**src/njs_pkg.sv**
```systemverilog
// Shared types, constants and key selection for the job scheduler.
`timescale 1ns / 1ps

package njs_pkg;

  localparam int MaxJobs = 16;
  localparam int IdxW    = $clog2(MaxJobs);
  localparam int CountW  = $clog2(MaxJobs + 1);
  localparam int TimeW   = 21;

  localparam logic [TimeW-1:0] TimeMax = {TimeW{1'b1}};

  localparam logic [1:0] ModeFcfs = 2'd0;
  localparam logic [1:0] ModeSjf  = 2'd1;
  localparam logic [1:0] ModePrio = 2'd2;

  typedef struct packed {
    logic [7:0]  id;
    logic [15:0] arr;
    logic [15:0] bst;
    logic [7:0]  pri;
  } job_rec_t;

  // Commands from the controller to the datapath.
  typedef struct packed {
    logic load;
    logic scan_init;
    logic scan_step;
    logic pick;
    logic tat;
    logic emit;
    logic clear;
  } njs_cmd_t;

  // Status from the datapath to the controller.
  typedef struct packed {
    logic scan_last;
    logic pick_last;
  } njs_status_t;

  function automatic logic [15:0] key_of(input logic [1:0] mode, input job_rec_t rec);
    logic [15:0] key;
    case (mode)
      ModeFcfs: key = rec.arr;
      ModeSjf:  key = rec.bst;
      ModePrio: key = {8'd0, rec.pri};
      default:  key = rec.arr;
    endcase
    return key;
  endfunction

endpackage

```
**src/nonpreemptive_job_scheduler_top.sv**
```systemverilog
// Top level of the non-preemptive job scheduler.
`timescale 1ns / 1ps

// Usage:
//   Jobs are loaded one request at a time: a request is taken at a rising edge
//   with start_i high and busy_o low. Loading a job gives
//   no result. Jobs beyond 16 in a set are dropped. The request with
//   final_job_i set stores its job and starts scheduling the set.
//   mode_we_i/mode_wdata_i write the mode (0 FCFS, 1 shortest burst,
//   2 priority); write it only while busy_o is low; the block does not enforce it.
//   For each pick the controller scans the table one entry at a time, then
//   steps through the pick, turnaround and emit states; the pace is set by
//   the sequential table scan.
//   Each result is shown on the result ports for one cycle with out_valid_o
//   high; run_end_o marks the last. The receiver cannot stall.
//   Reset clears the job count, scheduled mask, clock and mode to zero.
module nonpreemptive_job_scheduler_top (
  input  logic        clk_i,
  input  logic        rst_ni,
  input  logic        start_i,
  output logic        busy_o,
  input  logic [7:0]  job_id_i,
  input  logic [15:0] arrival_i,
  input  logic [15:0] burst_i,
  input  logic [7:0]  prio_i,
  input  logic        final_job_i,
  input  logic        mode_we_i,
  input  logic [1:0]  mode_wdata_i,
  output logic        out_valid_o,
  output logic [7:0]  out_id_o,
  output logic [20:0] completion_o,
  output logic [20:0] turnaround_o,
  output logic [20:0] waiting_o,
  output logic        run_end_o
);
  import njs_pkg::*;

  njs_cmd_t    cmd;
  njs_status_t status;
  job_rec_t    rec;

  assign rec.id  = job_id_i;
  assign rec.arr = arrival_i;
  assign rec.bst = burst_i;
  assign rec.pri = prio_i;

  njs_ctrl u_ctrl (
    .clk_i       (clk_i),
    .rst_ni      (rst_ni),
    .start_i     (start_i),
    .final_job_i (final_job_i),
    .status_i    (status),
    .cmd_o       (cmd),
    .busy_o      (busy_o)
  );

  njs_datapath u_datapath (
    .clk_i        (clk_i),
    .rst_ni       (rst_ni),
    .cmd_i        (cmd),
    .status_o     (status),
    .mode_we_i    (mode_we_i),
    .mode_wdata_i (mode_wdata_i),
    .rec_i        (rec),
    .out_valid_o  (out_valid_o),
    .out_id_o     (out_id_o),
    .completion_o (completion_o),
    .turnaround_o (turnaround_o),
    .waiting_o    (waiting_o),
    .run_end_o    (run_end_o)
  );

`ifndef ASSERT_OFF
  a_final_starts: assert property (@(posedge clk_i) disable iff (!rst_ni)
    (start_i && !busy_o && final_job_i) |=> busy_o)
    else $error("final request did not start scheduling");

  a_strobe_gap: assert property (@(posedge clk_i) disable iff (!rst_ni)
    out_valid_o |=> !out_valid_o)
    else $error("result strobes back to back");

  a_wait_le_tat: assert property (@(posedge clk_i) disable iff (!rst_ni)
    out_valid_o |-> (waiting_o <= turnaround_o))
    else $error("waiting exceeds turnaround");

  a_tat_le_comp: assert property (@(posedge clk_i) disable iff (!rst_ni)
    out_valid_o |-> (turnaround_o <= completion_o))
    else $error("turnaround exceeds completion");
`endif

endmodule

```
**src/njs_ctrl.sv**
```systemverilog
// Controller state machine: load, scan, pick, timing and emit sequencing.
`timescale 1ns / 1ps

module njs_ctrl (
  input  logic                clk_i,
  input  logic                rst_ni,
  input  logic                start_i,
  input  logic                final_job_i,
  input  njs_pkg::njs_status_t status_i,
  output njs_pkg::njs_cmd_t    cmd_o,
  output logic                busy_o
);
  import njs_pkg::*;

  localparam logic [2:0] StIdle = 3'd0;
  localparam logic [2:0] StScan = 3'd1;
  localparam logic [2:0] StPick = 3'd2;
  localparam logic [2:0] StTat  = 3'd3;
  localparam logic [2:0] StEmit = 3'd4;

  logic [2:0] state_q, state_d;

  always_comb begin
    state_d = state_q;
    cmd_o   = '0;
    case (state_q)
      StIdle: begin
        if (start_i) begin
          cmd_o.load = 1'b1;
          if (final_job_i) begin
            cmd_o.scan_init = 1'b1;
            state_d         = StScan;
          end
        end
      end
      StScan: begin
        cmd_o.scan_step = 1'b1;
        if (status_i.scan_last) state_d = StPick;
      end
      StPick: begin
        cmd_o.pick = 1'b1;
        state_d    = StTat;
      end
      StTat: begin
        cmd_o.tat = 1'b1;
        state_d   = StEmit;
      end
      StEmit: begin
        cmd_o.emit = 1'b1;
        if (status_i.pick_last) begin
          cmd_o.clear = 1'b1;
          state_d     = StIdle;
        end else begin
          cmd_o.scan_init = 1'b1;
          state_d         = StScan;
        end
      end
      default: state_d = StIdle;
    endcase
  end

  always_ff @(posedge clk_i or negedge rst_ni) begin
    if (!rst_ni) begin
      state_q <= StIdle;
    end else begin
      state_q <= state_d;
    end
  end

  assign busy_o = (state_q != StIdle);

endmodule

```
**src/njs_datapath.sv**
```systemverilog
// Datapath: job table, selection scan, scheduling clock and result registers.
`timescale 1ns / 1ps

module njs_datapath (
  input  logic                 clk_i,
  input  logic                 rst_ni,
  input  njs_pkg::njs_cmd_t    cmd_i,
  output njs_pkg::njs_status_t status_o,
  input  logic                 mode_we_i,
  input  logic [1:0]           mode_wdata_i,
  input  njs_pkg::job_rec_t    rec_i,
  output logic                 out_valid_o,
  output logic [7:0]           out_id_o,
  output logic [njs_pkg::TimeW-1:0] completion_o,
  output logic [njs_pkg::TimeW-1:0] turnaround_o,
  output logic [njs_pkg::TimeW-1:0] waiting_o,
  output logic                 run_end_o
);
  import njs_pkg::*;

  job_rec_t             table_q [MaxJobs];
  logic [MaxJobs-1:0]   done_q;
  logic [CountW-1:0]    count_q;
  logic [CountW-1:0]    picks_q;
  logic [TimeW-1:0]     now_q;
  logic [IdxW-1:0]      idx_q;
  logic [1:0]           mode_q;
  logic                 rfound_q, efound_q;
  job_rec_t             rrec_q, erec_q, cur_q;
  logic [15:0]          rkey_q, ekey_q;
  logic [IdxW-1:0]      ridx_q, eidx_q;
  logic [TimeW-1:0]     comp_q, tat_q;
  logic                 valid_q;

  job_rec_t         ent;
  logic             pend, ready, r_take, e_take;
  logic [15:0]      kc;
  job_rec_t         sel_rec;
  logic [IdxW-1:0]  sel_idx;
  logic [TimeW-1:0] start_t, comp;
  logic [TimeW:0]   sum;
  logic [TimeW-1:0] bst_ext, wt;
  logic             pick_last;

  assign ent   = table_q[idx_q];
  assign pend  = !done_q[idx_q];
  assign kc    = key_of(mode_q, ent);
  assign ready = pend && ({5'd0, ent.arr} <= now_q);
  // Ready set: best key, ties to earlier arrival, then lower index.
  assign r_take = ready && (!rfound_q || (kc < rkey_q) ||
                  ((kc == rkey_q) && (ent.arr < rrec_q.arr)));
  // Earliest arrivals: lowest arrival, then best key, then lower index.
  assign e_take = pend && (!efound_q || (ent.arr < erec_q.arr) ||
                  ((ent.arr == erec_q.arr) && (kc < ekey_q)));

  assign sel_rec = rfound_q ? rrec_q : erec_q;
  assign sel_idx = rfound_q ? ridx_q : eidx_q;
  assign start_t = rfound_q ? now_q : {5'd0, erec_q.arr};
  assign sum     = {1'b0, start_t} + {6'd0, sel_rec.bst};
  assign comp    = sum[TimeW] ? TimeMax : sum[TimeW-1:0];

  assign bst_ext = {5'd0, cur_q.bst};
  assign wt      = (tat_q >= bst_ext) ? (tat_q - bst_ext) : '0;

  assign pick_last          = (picks_q == (count_q - CountW'(1)));
  assign status_o.pick_last = pick_last;
  assign status_o.scan_last = ({1'b0, idx_q} == (count_q - CountW'(1)));

  // Job table: no reset, only loaded entries are ever scanned.
  always_ff @(posedge clk_i) begin
    if (cmd_i.load && (count_q < CountW'(MaxJobs))) begin
      table_q[count_q[IdxW-1:0]] <= rec_i;
    end
  end

  always_ff @(posedge clk_i or negedge rst_ni) begin
    if (!rst_ni) begin
      done_q   <= '0;
      count_q  <= '0;
      picks_q  <= '0;
      now_q    <= '0;
      idx_q    <= '0;
      mode_q   <= ModeFcfs;
      rfound_q <= 1'b0;
      efound_q <= 1'b0;
      valid_q  <= 1'b0;
    end else begin
      valid_q <= cmd_i.emit;
      if (mode_we_i) mode_q <= mode_wdata_i;
      if (cmd_i.load && (count_q < CountW'(MaxJobs))) count_q <= count_q + CountW'(1);
      if (cmd_i.scan_init) begin
        idx_q    <= '0;
        rfound_q <= 1'b0;
        efound_q <= 1'b0;
      end
      if (cmd_i.scan_step) begin
        idx_q <= idx_q + IdxW'(1);
        if (r_take) rfound_q <= 1'b1;
        if (e_take) efound_q <= 1'b1;
      end
      if (cmd_i.pick) begin
        now_q           <= comp;
        done_q[sel_idx] <= 1'b1;
      end
      if (cmd_i.emit && !cmd_i.clear) picks_q <= picks_q + CountW'(1);
      if (cmd_i.clear) begin
        done_q  <= '0;
        count_q <= '0;
        picks_q <= '0;
        now_q   <= '0;
      end
    end
  end

  always_ff @(posedge clk_i) begin
    if (cmd_i.scan_step && r_take) begin
      rrec_q <= ent;
      rkey_q <= kc;
      ridx_q <= idx_q;
    end
    if (cmd_i.scan_step && e_take) begin
      erec_q <= ent;
      ekey_q <= kc;
      eidx_q <= idx_q;
    end
    if (cmd_i.pick) begin
      cur_q  <= sel_rec;
      comp_q <= comp;
    end
    if (cmd_i.tat) tat_q <= comp_q - {5'd0, cur_q.arr};
    if (cmd_i.emit) begin
      out_id_o     <= cur_q.id;
      completion_o <= comp_q;
      turnaround_o <= tat_q;
      waiting_o    <= wt;
      run_end_o    <= pick_last;
    end
  end

  assign out_valid_o = valid_q;

endmodule

```
**config.mk**
```make
export PLATFORM = sky130hd
export DESIGN_NAME = nonpreemptive_job_scheduler_top
export DESIGN_NICKNAME = d
export VERILOG_FILES = /design/src/njs_pkg.sv /design/src/nonpreemptive_job_scheduler_top.sv /design/src/njs_ctrl.sv /design/src/njs_datapath.sv
export SDC_FILE = /design/constraint.sdc
export NUM_CORES = 1
export LEC_CHECK = 0
export BUFFER_PORTS_ARGS = -buffer_cell sky130_fd_sc_hd__buf_4
export CORE_AREA = 4 4 263 330
export DETAILED_ROUTE_END_ITERATION = 10
export DIE_AREA = 0 0 267 334
export GPL_ROUTABILITY_DRIVEN = 0
export GPL_TIMING_DRIVEN = 0
export PLACE_DENSITY = 0.71
export SYNTH_ARGS = -nofsm -noshare
export SYNTH_HDL_FRONTEND = slang
export SYNTH_HIERARCHICAL = 1
export SYNTH_SLANG_ARGS = --single-unit
```
**constraint.sdc**
```tcl
create_clock -name clk_i -period 17.91 [get_ports clk_i]
set_input_delay 0.8955 -clock clk_i [delete_from_list [all_inputs] [get_ports clk_i]]
set_output_delay 0.8955 -clock clk_i [all_outputs]
set_load 0.02 [all_outputs]
```
==> flow_metrics.env <==
export IMPL_status="finished, final reports clean"
export IMPL_swShare=0.331
export IMPL_synthCells=2488
export IMPL_clk_latency_ns=0.68
export IMPL_avgSynthCellArea_um2=18.3
export IMPL_start_util=0.545
export IMPL_crit_buf_inv=6
export IMPL_synth_nets=2680
export IMPL_drive_above_1_share=0.234
export IMPL_setup_tns_ns=0
export IMPL_tightestPinTransition_ns=1.31
export IMPL_grtUsageTotal=0.235
export IMPL_hold_viol=0
export IMPL_hold_class="primary input to asynchronous set/reset pin"
export IMPL_setup_violations=0
export IMPL_first_pass_iters=5
export IMPL_internal_power_mw=5.95
export IMPL_max_stage_delay_ns=0.85
export IMPL_synth_edff_count=1042
export IMPL_drt_iter0_markers=2204
export IMPL_coreArea_um2=83700
export IMPL_ys_seq_elements=1101
export IMPL_path_delay_family="buffers and inverters"
export IMPL_critical_path_depth=18
export IMPL_clock_sinks=1101
export IMPL_synthFlopType="edfxtp_1"
export IMPL_final_core_util=0.623
export IMPL_ys_seq_area_frac=0.718
export IMPL_gr_total_overflow=0
export IMPL_cts_tree="done"
export IMPL_cts_hold_buf=0
export IMPL_die_w_um=267
export IMPL_placementRows=119
export IMPL_clockRootBuffer="clkbuf_16"
export IMPL_setup_ws_ns=11.49
export IMPL_power_share_sequential=0.394
export IMPL_clock_fmax_mhz=156
export IMPL_postRouteWirelength_mm=104
export IMPL_worst_setup_path_end_kind="register"
export IMPL_final_cell_mix="edfxtp_1 (1,042), mux4_2 (239), inv_1 (151)"
export IMPL_grt_max_degree=60
export IMPL_drv_slew=0
export IMPL_yosys_warnings=6
export IMPL_nets=2948
export IMPL_cpMaxStageDelayCell="clkbuf_1"
export IMPL_worstPathMaxFanout=10
export IMPL_fin_crit_ns=6.42
export IMPL_htree_levels=3
export IMPL_via_count=24060
export IMPL_slew_headroom=0.118
export IMPL_syn_cell_area_um2=45600
export IMPL_reg2regPathDepth=18
export IMPL_syn2layout_area_growth_pct=14.2
export IMPL_cts_setup_buffers=0
export IMPL_startpoint_type="register"
export IMPL_grt_pass1_vias=25158
export IMPL_dieArea_um2=89200
export IMPL_ant_nets=0
export IMPL_clockBufferDepth=3
export IMPL_final_common_cell="edfxtp_1"
export IMPL_cp_common_cell="buf_6"
export IMPL_power_leakage_nw=18.1
export IMPL_worstSetupPathType="register to register"
export IMPL_crit_required_ns=18.28
export IMPL_pre_cts_slack_ns=11.50
export IMPL_cts_inserted_buffers=101
export IMPL_cp_arrival_ns=6.78
export IMPL_grt_pass1_wl_mm=156
export IMPL_cts_resized=0
export IMPL_ir_worst_vdd_mv=0.0940
export IMPL_power_density_nw_per_um2=171
export IMPL_finalCritPeriodShare=0.358
export IMPL_rsz0062_at_grt="false"
export IMPL_cap_violations=0
export IMPL_drcViolationCount=0
export IMPL_clk_pin_slew_worst_paths_ns=0.06
export IMPL_die_h_um=334
export IMPL_synth_async_reset_ratio=0.0536
export IMPL_vias_per_cell=6.12
export IMPL_io_pins=129
export IMPL_cp_cell_sequence="buf_1 > clkbuf_1 > clkbuf_1 > mux4_2 > nand2_1 > o21ai_0 > ha_1 > a21o_1 > a21oi_1 > nor2_1 > nor2_1 > nand2_1 > a21oi_1 > nor4_1 > nor3_2 > buf_6 > buf_6 > buf_6"
export IMPL_hpwlAfterDp_mm=67.2
export IMPL_drt_wirelength_per_cell_um=26.4
export IMPL_combPwrFrac=0.363
export IMPL_portBuffers=128
export IMPL_antenna_found_initial=3
export IMPL_synthDistinctLibCells=70
export IMPL_skew_ns=0.0300
export IMPL_netSwitchingPower_mw=2.95
export IMPL_p_clk_frac=0.243
## final cells by class
class	count	area (um^2)
Antenna cell	1	2.50
Buffer	96	419
Clock buffer	120	2740
Clock inverter	67	619
Fill cell	5816	31600
Inverter	152	571
Multi-Input combinational cell	1139	11900
Sequential cell	1101	32800
Tap cell	1089	1360
Timing Repair Buffer	165	1660
## sequential cells by signal (all words and copies together) (netlist names), 3 cells and up
signal	flops
u_datapath/table_q	768
u_datapath/erec_q	40
u_datapath/rrec_q	40
u_datapath/cur_q	24
u_datapath/comp_q	21
u_datapath/completion_o	21
u_datapath/now_q	21
u_datapath/tat_q	21
u_datapath/turnaround_o	21
u_datapath/waiting_o	21
u_datapath/bst_ext	16
u_datapath/done_q	16
u_datapath/ekey_q	16
u_datapath/rkey_q	16
u_datapath/out_id_o	8
u_datapath/count_q	5
u_datapath/picks_q	5
u_datapath/eidx_q	4
u_datapath/idx_q	4
u_datapath/ridx_q	4
u_ctrl/state_q	3
## power by group through the flow
stage	Sequential, mW	Clock [mW]	Combinational, mW
after CTS	3.50	2.20	3.23
after global routing	3.53	2.31	3.50
final	3.50	2.16	3.23
after detailed placement	3.56	0	3.21
after global placement	3.60	0	3.02
after floorplan	3.55	0	2.15
## path summary, 6_finish.rpt
kind / start / to / slack [ns]
setup / recovery: u_datapath/idx_q[3]$_DFFE_PN0P_ / u_datapath/erec_q[47]$_DFFE_PP_ / 11.49
hold / removal: rst_ni / u_datapath/picks_q[0]$_DFFE_PN0P_ / 0.31
setup reg to reg: u_datapath/idx_q[3]$_DFFE_PN0P_ / u_datapath/erec_q[47]$_DFFE_PP_ / 11.49
hold reg to reg: u_datapath/cur_q[47]$_DFFE_PP_ / u_datapath/out_id_o[7]$_DFFE_PP_ / 0.42
max in group asynchronous: rst_ni / u_datapath/now_q[3]$_DFFE_PN0P_ / 17.06
min in group clk_i: u_datapath/cur_q[47]$_DFFE_PP_ / u_datapath/out_id_o[7]$_DFFE_PP_ / 0.42
## cells in the mapped netlist, drive strengths merged (26+ instances only)
master     n  area, um^2
a21o      35         263
dfrtp     59        1480
o21ai     85         437
nand2     72         270
inv      151         567
and2      26         163
buf       44         224
nor2     124         468
a21oi     71         359
ha       134        1680
xnor2     39         342
clkbuf    52         195
mux2      29         330
mux4     242        5460
edfxtp  1042       31300
## metrics by stage
stage / cell area [um^2] / cells / power, mW / hold slack [ns]
after global routing: 52100 / 3929 / 9.34 / 0.359
final: 52100 / 3930 / 8.89 / 0.307
after CTS: 52100 / 3928 / 8.94 / 0.309
after global placement: 48000 / 3705 / 6.62 / 0.403
after floorplan: 45600 / 2488 / 5.71 / 0.400
after detailed placement: 48700 / 3741 / 6.77 / 0.406
## logic make-up (layout without fill, tap and decap cells)
logic type	after synthesis	count (layout)	synth area share
and+or+nand+nor	352	352	0.0378
AOI/OAI and AO/OA	313	313	0.0446
adders and majority gates	137	137	0.0381
other	0	1	0
DFF	1101	1101	0.718
muxes	282	282	0.129
buffers and inverters	248	600	0.0217
xor gates and xnor gates	55	55	0.0106
## routing by layer
metal / share of wire / routed length (um) / track usage / vias up
met5: 0.00020 / 21 / 0 / -
li1: - / - / - / 10436
met4: 0.037 / 3810 / 0.0898 / 4
met3: 0.061 / 6380 / 0.0327 / 189
met2: 0.52 / 53900 / 0.408 / 926
met1: 0.38 / 39700 / 0.304 / 12505
No activity file was read; power rests on OpenSTA's default activity.
